--- config.mk ---
export PLATFORM = sky130hd
export DESIGN_NAME = glob_wildcard_matcher_top
export DESIGN_NICKNAME = d
export VERILOG_FILES = /design/src/gwm_pkg.sv /design/src/gwm_cell.sv /design/src/glob_wildcard_matcher_top.sv
export SDC_FILE = /design/constraint.sdc
export NUM_CORES = 1
export LEC_CHECK = 0
export BUFFER_PORTS_ARGS = -buffer_cell sky130_fd_sc_hd__buf_2
export CAP_MARGIN = 15
export CORE_MARGIN = 2
export CORE_UTILIZATION = 37
export DETAILED_ROUTE_END_ITERATION = 6
export SETUP_SLACK_MARGIN = 0.2
export SLEW_MARGIN = 20
export SYNTH_ARGS = -nofsm -noshare
export SYNTH_HDL_FRONTEND = slang
export SYNTH_SLANG_ARGS = --single-unit
--- constraint.sdc ---
create_clock -name clk -period 10.5 [get_ports clk]
set_input_delay 1.05 -clock clk [delete_from_list [all_inputs] [get_ports clk]]
set_output_delay 1.05 -clock clk [all_outputs]
set_load 0.05 [all_outputs]
--- src/gwm_pkg.sv ---
// ----------------------------------------------------------------------------
// gwm_pkg: shared types and constants of the glob wildcard matcher
// symbol codes, default capacity and the structs that run along the cell row
// ----------------------------------------------------------------------------
package gwm_pkg;

  localparam int MAX_PATTERN_DEF = 32;

  localparam logic [7:0] SYM_STAR     = 8'd42;  // '*'
  localparam logic [7:0] SYM_QUESTION = 8'd63;  // '?'

  localparam int SYM_W   = 8;
  localparam int TUSER_W = 2;
  localparam int ODATA_W = 8;

  // broadcast control, already qualified by the input transfer
  typedef struct packed {
    logic             rearm;      // pattern item: rebuild start vector
    logic             restart;    // pattern item that opens a new pattern
    logic             load_byte;  // pattern item that carries a byte
    logic             consume;    // subject item that carries a byte
    logic             rewind;     // last subject item: go back to start vector
    logic [SYM_W-1:0] symbol;
  } ctl_t;

  // handed from one cell to the next
  typedef struct packed {
    logic vld;  // position holds a pattern byte (after any restart)
    logic fwd;  // activity entering the next position
  } link_t;

endpackage

--- src/gwm_cell.sv ---
// ----------------------------------------------------------------------------
// gwm_cell: one pattern position of the matcher
// holds one pattern byte, its fill flag, the live activity bit and the
// activity bit of the freshly armed vector
// ----------------------------------------------------------------------------
module gwm_cell #(
  parameter logic ACT_RST = 1'b0
) (
  input  logic           clk,
  input  logic           rst_n,
  input  gwm_pkg::ctl_t  ctl,
  input  gwm_pkg::link_t link_in,
  output gwm_pkg::link_t link_out,
  output logic           hit,
  output logic           occupied
);
  import gwm_pkg::*;

  logic [SYM_W-1:0] sym_r;
  logic [SYM_W-1:0] sym_nxt;
  logic             vld_r, vld_nxt;
  logic             act_r, act_nxt;
  logic             arm_r, arm_nxt;
  logic             vld_eff;
  logic             wr;
  logic             is_star;
  logic             is_quest;
  logic             step;
  logic             keep;
  logic             pos_next;
  logic             act_eff;

  always_comb begin
    vld_eff  = vld_r & ~ctl.restart;
    // first empty slot takes the byte
    wr       = ctl.load_byte & ~vld_eff & link_in.vld;
    vld_nxt  = vld_eff | wr;
    sym_nxt  = wr ? ctl.symbol : sym_r;
    is_star  = (sym_nxt == SYM_STAR);
    is_quest = (sym_nxt == SYM_QUESTION);
    step     = ctl.consume & act_r & vld_r & ~is_star &
               (is_quest | (sym_nxt == ctl.symbol));
    keep     = ctl.consume & act_r & vld_r & is_star;
    pos_next = keep | link_in.fwd;
    // star closure ripples like a carry through runs of stars
    link_out.vld = vld_eff;
    link_out.fwd = step | (pos_next & is_star & vld_nxt);
    act_eff  = ctl.consume ? pos_next : act_r;
    hit      = act_eff & ~vld_r & link_in.vld;
    occupied = vld_r;

    if (ctl.rearm) begin
      act_nxt = pos_next;
    end else if (ctl.rewind) begin
      act_nxt = arm_r;
    end else if (ctl.consume) begin
      act_nxt = pos_next;
    end else begin
      act_nxt = act_r;
    end
    arm_nxt = ctl.rearm ? pos_next : arm_r;
  end

  always_ff @(posedge clk) begin
    if (!rst_n) begin
      vld_r <= 1'b0;
      act_r <= ACT_RST;
      arm_r <= ACT_RST;
    end else begin
      vld_r <= vld_nxt;
      act_r <= act_nxt;
      arm_r <= arm_nxt;
    end
  end

  always_ff @(posedge clk) begin
    sym_r <= sym_nxt;
  end

endmodule

--- src/glob_wildcard_matcher_top.sv ---
// ----------------------------------------------------------------------------
// glob_wildcard_matcher_top: streaming glob matcher
// matches a byte subject against a stored pattern with '*' and '?' wildcards
// ----------------------------------------------------------------------------
// Load a pattern as transfers with tuser mode bit 0, tlast on its final one;
// then stream the subject with mode bit 1, tlast on its final byte. One
// verdict transfer comes out per subject, in the cycle after the subject's last
// transfer. The block takes one transfer per clock, pattern or subject, and
// keeps taking them while a verdict waits, unless the verdict register is
// still full and the sink holds tready low. Each pattern byte lives in one
// cell of a row of MAX_PATTERN cells; the activity vector of all positions is
// updated at once, and the path of that update is the match and star-closure
// ripple through the row (plus an or-reduce for the verdict), which grows
// with MAX_PATTERN. A pattern longer than MAX_PATTERN bytes sets the overflow
// flag and then never matches until a new pattern is loaded. A transfer with
// the no_symbol flag carries no byte and only ends a pattern or subject, so
// empty strings are expressible. Bytes 0, '*' and '?' in the subject are
// literal.
// ----------------------------------------------------------------------------
module glob_wildcard_matcher_top #(
  parameter int MAX_PATTERN = gwm_pkg::MAX_PATTERN_DEF
) (
  input  logic                        clk,
  input  logic                        rst_n,
  // input stream
  input  logic                        in_tvalid,
  output logic                        in_tready,
  input  logic [gwm_pkg::SYM_W-1:0]   in_tdata,   // [7:0] symbol
  input  logic [gwm_pkg::TUSER_W-1:0] in_tuser,   // [0] mode, [1] no_symbol
  input  logic                        in_tlast,   // last of pattern or subject
  // verdict stream
  output logic                        out_tvalid,
  input  logic                        out_tready,
  output logic [gwm_pkg::ODATA_W-1:0] out_tdata   // [0] matched,
                                                  // [1] pattern_overflow
);
  import gwm_pkg::*;

  ctl_t                 ctl;
  link_t                link [MAX_PATTERN+1];
  logic [MAX_PATTERN-1:0] hit_vec;
  logic [MAX_PATTERN-1:0] occ_vec;

  logic in_fire;
  logic mode;
  logic no_sym;
  logic full;

  // pattern bookkeeping
  logic closed_r, closed_nxt;
  logic ovf_r, ovf_nxt;

  // accept position past the last cell
  logic tail_act_r, tail_act_nxt;
  logic tail_arm_r, tail_arm_nxt;
  logic tail_eff;
  logic hit_any;

  // verdict register
  logic out_valid_r, out_valid_nxt;
  logic matched_r, matched_nxt;
  logic out_ovf_r, out_ovf_nxt;

  assign in_tready = ~out_valid_r | out_tready;
  assign in_fire   = in_tvalid & in_tready;
  assign mode      = in_tuser[0];
  assign no_sym    = in_tuser[1];

  always_comb begin
    ctl.rearm     = in_fire & ~mode;
    ctl.restart   = in_fire & ~mode & closed_r;
    ctl.load_byte = in_fire & ~mode & ~no_sym;
    ctl.consume   = in_fire & mode & ~no_sym;
    ctl.rewind    = in_fire & mode & in_tlast;
    ctl.symbol    = in_tdata;
  end

  // head of the row: position zero is always seeded on a rearm
  assign link[0].vld = 1'b1;
  assign link[0].fwd = ctl.rearm;

  for (genvar i = 0; i < MAX_PATTERN; i++) begin : g_cell
    gwm_cell #(
      .ACT_RST ((i == 0) ? 1'b1 : 1'b0)
    ) u_cell (
      .clk      (clk),
      .rst_n    (rst_n),
      .ctl      (ctl),
      .link_in  (link[i]),
      .link_out (link[i+1]),
      .hit      (hit_vec[i]),
      .occupied (occ_vec[i])
    );
  end

  // store already full (after any restart) when a byte arrives
  assign full = link[MAX_PATTERN].vld;

  always_comb begin
    // tail position: active only when the whole full pattern was consumed
    tail_eff = ctl.consume ? link[MAX_PATTERN].fwd : tail_act_r;
    hit_any  = (|hit_vec) | (tail_eff & link[MAX_PATTERN].vld);

    if (ctl.rearm) begin
      tail_act_nxt = link[MAX_PATTERN].fwd;
    end else if (ctl.rewind) begin
      tail_act_nxt = tail_arm_r;
    end else if (ctl.consume) begin
      tail_act_nxt = link[MAX_PATTERN].fwd;
    end else begin
      tail_act_nxt = tail_act_r;
    end
    tail_arm_nxt = ctl.rearm ? link[MAX_PATTERN].fwd : tail_arm_r;

    // pattern open/closed and overflow flag
    closed_nxt = closed_r;
    ovf_nxt    = ovf_r;
    if (in_fire) begin
      if (!mode) begin
        if (closed_r) begin
          ovf_nxt = 1'b0;
        end
        if (ctl.load_byte && full) begin
          ovf_nxt = 1'b1;
        end
        closed_nxt = in_tlast;
      end else begin
        closed_nxt = 1'b1;
      end
    end

    // verdict register
    out_valid_nxt = out_valid_r & ~out_tready;
    matched_nxt   = matched_r;
    out_ovf_nxt   = out_ovf_r;
    if (ctl.rewind) begin
      out_valid_nxt = 1'b1;
      matched_nxt   = hit_any & ~ovf_r;
      out_ovf_nxt   = ovf_r;
    end
  end

  always_ff @(posedge clk) begin
    if (!rst_n) begin
      closed_r    <= 1'b1;
      ovf_r       <= 1'b0;
      tail_act_r  <= 1'b0;
      tail_arm_r  <= 1'b0;
      out_valid_r <= 1'b0;
    end else begin
      closed_r    <= closed_nxt;
      ovf_r       <= ovf_nxt;
      tail_act_r  <= tail_act_nxt;
      tail_arm_r  <= tail_arm_nxt;
      out_valid_r <= out_valid_nxt;
    end
  end

  // verdict payload
  always_ff @(posedge clk) begin
    matched_r <= matched_nxt;
    out_ovf_r <= out_ovf_nxt;
  end

  assign out_tvalid = out_valid_r;
  assign out_tdata  = {{(ODATA_W-2){1'b0}}, out_ovf_r, matched_r};

  // filled cells always form a prefix of the row
  a_fill_prefix: assert property (@(posedge clk) disable iff (!rst_n)
    ((occ_vec & (occ_vec + 1'b1)) == '0))
    else $error("pattern cells not filled as a prefix");

  // overflow only ever recorded with a full store
  a_ovf_full: assert property (@(posedge clk) disable iff (!rst_n)
    ovf_r |-> occ_vec[MAX_PATTERN-1])
    else $error("overflow flag without full pattern store");

  // last subject transfer yields a verdict next cycle
  a_verdict: assert property (@(posedge clk) disable iff (!rst_n)
    ctl.rewind |=> out_valid_r)
    else $error("verdict missing after last subject transfer");

  // a subject transfer always leaves the pattern closed
  a_closed: assert property (@(posedge clk) disable iff (!rst_n)
    (in_fire && mode) |=> closed_r)
    else $error("pattern still open after subject transfer");

  // an overflowed pattern never reports a match
  a_no_match_ovf: assert property (@(posedge clk) disable iff (!rst_n)
    ctl.rewind && ovf_r |=> !matched_r)
    else $error("match reported for overflowed pattern");

endmodule

# Yosys cells after proc, flatten, opt, wreduce, memory -nomap -nowiden
# Cells that the tools add are included.
# word_totals
reg_bits	359
inputBits	15
output_inout_bits	10
elab_cells	994
# op_classes
muxes	135
n_reduce_logical	4
n_eq_ne	96
bitwise_logic	624
# op_table
operator	count
$eq 8x6->1 const B	64
$and 1x1->1	392
$eq 8x8->1	32
$mux 8	32
$or 1x1->1	130
$mux 1	103
$not 1->1	102
$reduce_or 32->1	1
$reduce_and 3->1	1
$reduce_bool 2->1	1
$logic_and 1x1->1	1

# Logic depth before layout (Yosys ltp)
# logic_depth
depth_word	144
depth_mapped	19
ltp_nobuf	15

# Hierarchy
# A second synthesis with hierarchy kept.
# unflattened
hier_cells	2110
area_unflattened_um2	20724.9
# by_module_without_submodules
module	seq_area_each_um2	cells_each	instances	area_each_um2
gwm_cell at g_cell[10].u_cell ...	220.2	64	31	631.9
gwm_cell at g_cell[0].u_cell	220.2	66	1	636.9
glob_wildcard_matcher_top	160.2	60	1	500.5

# Least setup slack after synthesis
# OpenSTA, ideal clock, no wires.
# synth_timing
kind	input to register
startpoint	input port out_tready
endpoint	register matched_r (data pin)
t_arrival_ps	4085
setup_slack_ps	6156
stages	18
path_buffers	3
t_required_ps	10241
setup_ps	259
path_cell_list	nor2b_1 inv_2 buf_2 buf_2 buf_4 nand4_1 mux2i_1 nor3_1 a41o_1 o2bb2ai_1 a211oi_1 and4bb_2 a22oi_2 a311o_1 a211oi_2 o211ai_1 a211oi_2 o21ai_1
# synth_between
elab_chain_len	143
elab_cells_between_ends	747
cone_classes	96 x eq/ne; 65 x mux; 585 x bitwise; 1 x reduce/logical
# synth_lines
item	line_no	text
start: declaration	glob_wildcard_matcher_top.sv:33	input logic out_tready,
$or 1x1->1 *	glob_wildcard_matcher_top.sv:64	assign in_tready = ~out_valid_r | out_tready;
named net in_tready	glob_wildcard_matcher_top.sv:27	output logic in_tready,
$and 1x1->1 *	glob_wildcard_matcher_top.sv:65	assign in_fire = in_tvalid & in_tready;
parallel branches: the longest is 139 deep, another holds $mux 8	n/a	
$or 1x1->1 *	glob_wildcard_matcher_top.sv:102	hit_any = (|hit_vec) | (tail_eff & link[MAX_PATTERN].vld);
$and 1x1->1 *	glob_wildcard_matcher_top.sv:138	matched_nxt = hit_any & ~ovf_r;
end signal: assignment	glob_wildcard_matcher_top.sv:161	matched_r <= matched_nxt;
end: declaration	glob_wildcard_matcher_top.sv:61	logic matched_r, matched_nxt;
# Mark *: on every way through the listed nets, which the timed path passes.
# A chain may end at the register's enable or synchronous reset.

# Final worst setup path
# layout_timing
startpoint	input port out_tready
endpoint	register matched_r (data pin)
# layout_between
elab_chain_len	143
elab_cells_between_ends	747
cone_classes	96 x eq/ne; 65 x mux; 585 x bitwise; 1 x reduce/logical
# layout_lines
item	line_no
$or 1x1->1 *	glob_wildcard_matcher_top.sv:64
$and 1x1->1 *	glob_wildcard_matcher_top.sv:65
parallel branches: the longest is 139 deep, another holds $mux 8	n/a
$or 1x1->1 *	glob_wildcard_matcher_top.sv:102
$and 1x1->1 *	glob_wildcard_matcher_top.sv:138
# Every way passes the cells marked *.

==> qor.yml <==
status: "finished, final reports clean"
cts_resized: 0
antenna_found_initial: 1
grt_pass1_vias: 17360
fp.dieH_um: 239.3
cts_inserted_buffers: 43
crit_chain: "buf_2 > nor2b_1 > inv_2 > buf_4 > and3_1 > nand3b_1 > a31oi_1 > a221oi_1 > o31ai_1 > a211oi_1 > and4bb_2 > a22oi_2 > a311o_1 > a211oi_2 > o211ai_1 > a211oi_2 > o21ai_1"
synthToLayoutAreaGrowth_pct: 9.324
rsz0062_at_grt: "no"
io_buffers: 18
slew_headroom_pct: 31.51
synth_compound_area_share_pct: 14.15
min_path_type: "reg2reg"
totalWireLength_um: 60880
place_ws_ps: 4578
min_period_ps: 5438
h-tree-depth: 2
rows: 86
path_clk_slew_ps: 60
synth.distinct_cells: 104
insertedDiodeCount: 0
ant_nets: 0
synth_xor_area_share_pct: 10.95
slew_viol_final: 0
cp.required_ps: 10840
placed_area_sq_um: 20930
track_usage_pct: 21.20
cp.arrival_ps: 5780
clkLatencyLatePin_ps: 600
io_pins: 25
tightest_slew_ps: 1026
cts.sinks: 359
max_cap_violations: 0
ctsHoldBuffers: 0
grt.overflow.total: 0
synth.avg_cell_area_sq_um: 8.899
synth_area_sq_um: 20480
crit_path_max_fanout: 33
cts_setup_buffers: 0
drtIter0Drc: 1449
netlist.area_leader.share_pct: 34.90
finalHoldViolations: 0
critPathLaunchType: "input port"
post_drt_wl_per_cell_um: 20.52
synthMuxAreaShare_pct: 15.17
max_stage_delay_ps: 560
dieArea_sq_um: 57240
start_util_pct: 37.31
final_area_sq_um: 22390
synth_most_common_cell: "dfxtp_1"
grt_max_degree: 62
power.density_nw_per_um2: 139.7
ir_drop_mv: 0.09935
synth_common_cells: "dfxtp_1, mux2_2, nor2_1, xor2_1, nand2_1"
synth_area_leaders: "dfxtp_1, mux2_2, xor2_1"
drive_above_1_share_pct: 17.90
cp-end-kind: "register"
core-area_sq_um: 54880
finalClockSkew_ps: 37.83
timing.fmax_ghz: 0.1839
async_reset_ff_share_pct: 0
dieWidth_um: 239.3
synth-seq-area-share_pct: 35.19
synth-simple-area-share_pct: 20.19
post-route-period-util_pct: 51.79
gp_congestion: 0.9584
finalNetCount: 2249
synth-edff-count: 2
hpwl_um: 41430
synth_top_family_by_area: "simple AND/OR/NAND/NOR gates"
drt-vias-per-instance: 5.902
cts-root-buf: "clkbuf_16"
worst_slack_ps: 5062
synth-adder-area-share_pct: 0
cp_slowest_cell: "nand3b_1"
clockBufferDepth: 3
vias: 17510
power_leakage_nw: 8.867
fin_tns_setup_ps: 0
synth_flop_cell: "dfxtp_1"
grt_pass1_wl_um: 96810
worstSetupPathType: "in2reg"
syn_inst: 2301
finalSetupViolCount: 0
ys_ff_latch: 359
drc: 0
tritoncts: "done"
yosys.area.top_type: "dfxtp_1"
drt-pass1-iter-count: 5
synth_warnings: 0
cp_common_cell: "a211oi_2"
final cells by class:
class,instances,area (sq um)
inverters,32,120.1
well taps,704,880.8
multi-input cells,1757,12440
clock inverters,11,151.4
repair buffers,41,282.8
fillers,5453,32490
clock buffers,63,1303
flip-flops and latches,359,7207
path summary, 6_finish.rpt:
kind | endpoint | from | cells past startpoint | slack [ps]
min | g_cell[10].u_cell.arm_r$_SDFFE_PN0N_ | g_cell[10].u_cell.arm_r$_SDFFE_PN0N_ | 1 | 460
max | matched_r$_DFFE_PP_ | out_tready | 17 | 5060
max reg2reg | matched_r$_DFFE_PP_ | out_tvalid$_SDFF_PN0_ | 16 | 5190
min reg2reg | g_cell[10].u_cell.arm_r$_SDFFE_PN0N_ | g_cell[10].u_cell.arm_r$_SDFFE_PN0N_ | 1 | 460
report_power, final:
group	leakage (nW)	internal (mW)	switching (mW)	total [mW]
registers	2.90	1.38	0.0157	1.39
clock network	0.717	0.930	0.607	1.54
logic	5.25	0.0606	0.136	0.197
sequential cells by signal (all words and copies together), names as in the netlist:
signal / flops
g_cell.u_cell.act_r: 32
out_ovf_r: 1
tail_arm_r: 1
g_cell.u_cell.occupied: 32
tail_act_r: 1
g_cell.u_cell.arm_r: 32
matched_r: 1
ovf_r: 1
closed_r: 1
out_tvalid: 1
g_cell.u_cell.sym_r: 256
worst max-delay path, delay by kind of cell:
| family | cells | cell delay (ps) |
|---|---|---|
| compound gates | 10 | 2420 |
| buf+inv | 3 | 420 |
| simple gates | 4 | 1850 |
layer usage:
metal,up-vias,GRT usage (%),routed length (um)
met2,612,35.15,27800
met4,2,9.223,2380
met1,8533,27.00,26380
met5,-,0,7
li1,8211,-,-
met3,152,3.722,4311
cell families after synthesis:
kind of cell           Yosys count
other                            1
buffers and inverters          190
flip-flops                     359
AO/OA/AOI/OAI                  423
multiplexers                   279
AND/OR/NAND/NOR                793
XOR/XNOR                       256
metrics by stage:
step	util [%]	hold WS, ps	cells	power, mW
after floorplan	-	415.9	2306	1.565
after global placement	38.14	437.1	2893	1.615
after detailed placement	38.14	445.8	2893	1.618
after CTS	40.79	455.2	2967	3.160
after global routing	40.79	477.0	2967	3.231
final	40.79	462.1	2967	3.128
layout by cell type, fill, tap and decap left out, types with 9 or more instances in the layout:
master and n:
o211ai_1 10, and3_1 29, clkbuf_16 44, dfxtp_1 357, mux2_2 240, o21ai_0 79
xnor2_1 88, nor2b_1 33, mux2i_1 36, nand3b_1 9, a21boi_0 18, nand4_1 56
nor2_1 182, nor3_1 53, buf_2 10, clkbuf_8 13, a21oi_1 95, a211oi_1 16
or3_1 20, buf_4 31, o22ai_1 27, and2_1 9, nor4_1 67, nand4b_1 16
nand2_1 166, a31oi_1 19, nand3_1 65, a21o_1 10, xor2_1 168, a22oi_1 29
inv_1 28, nand2b_1 23
Note: power is estimated with default switching activity, not from simulation.
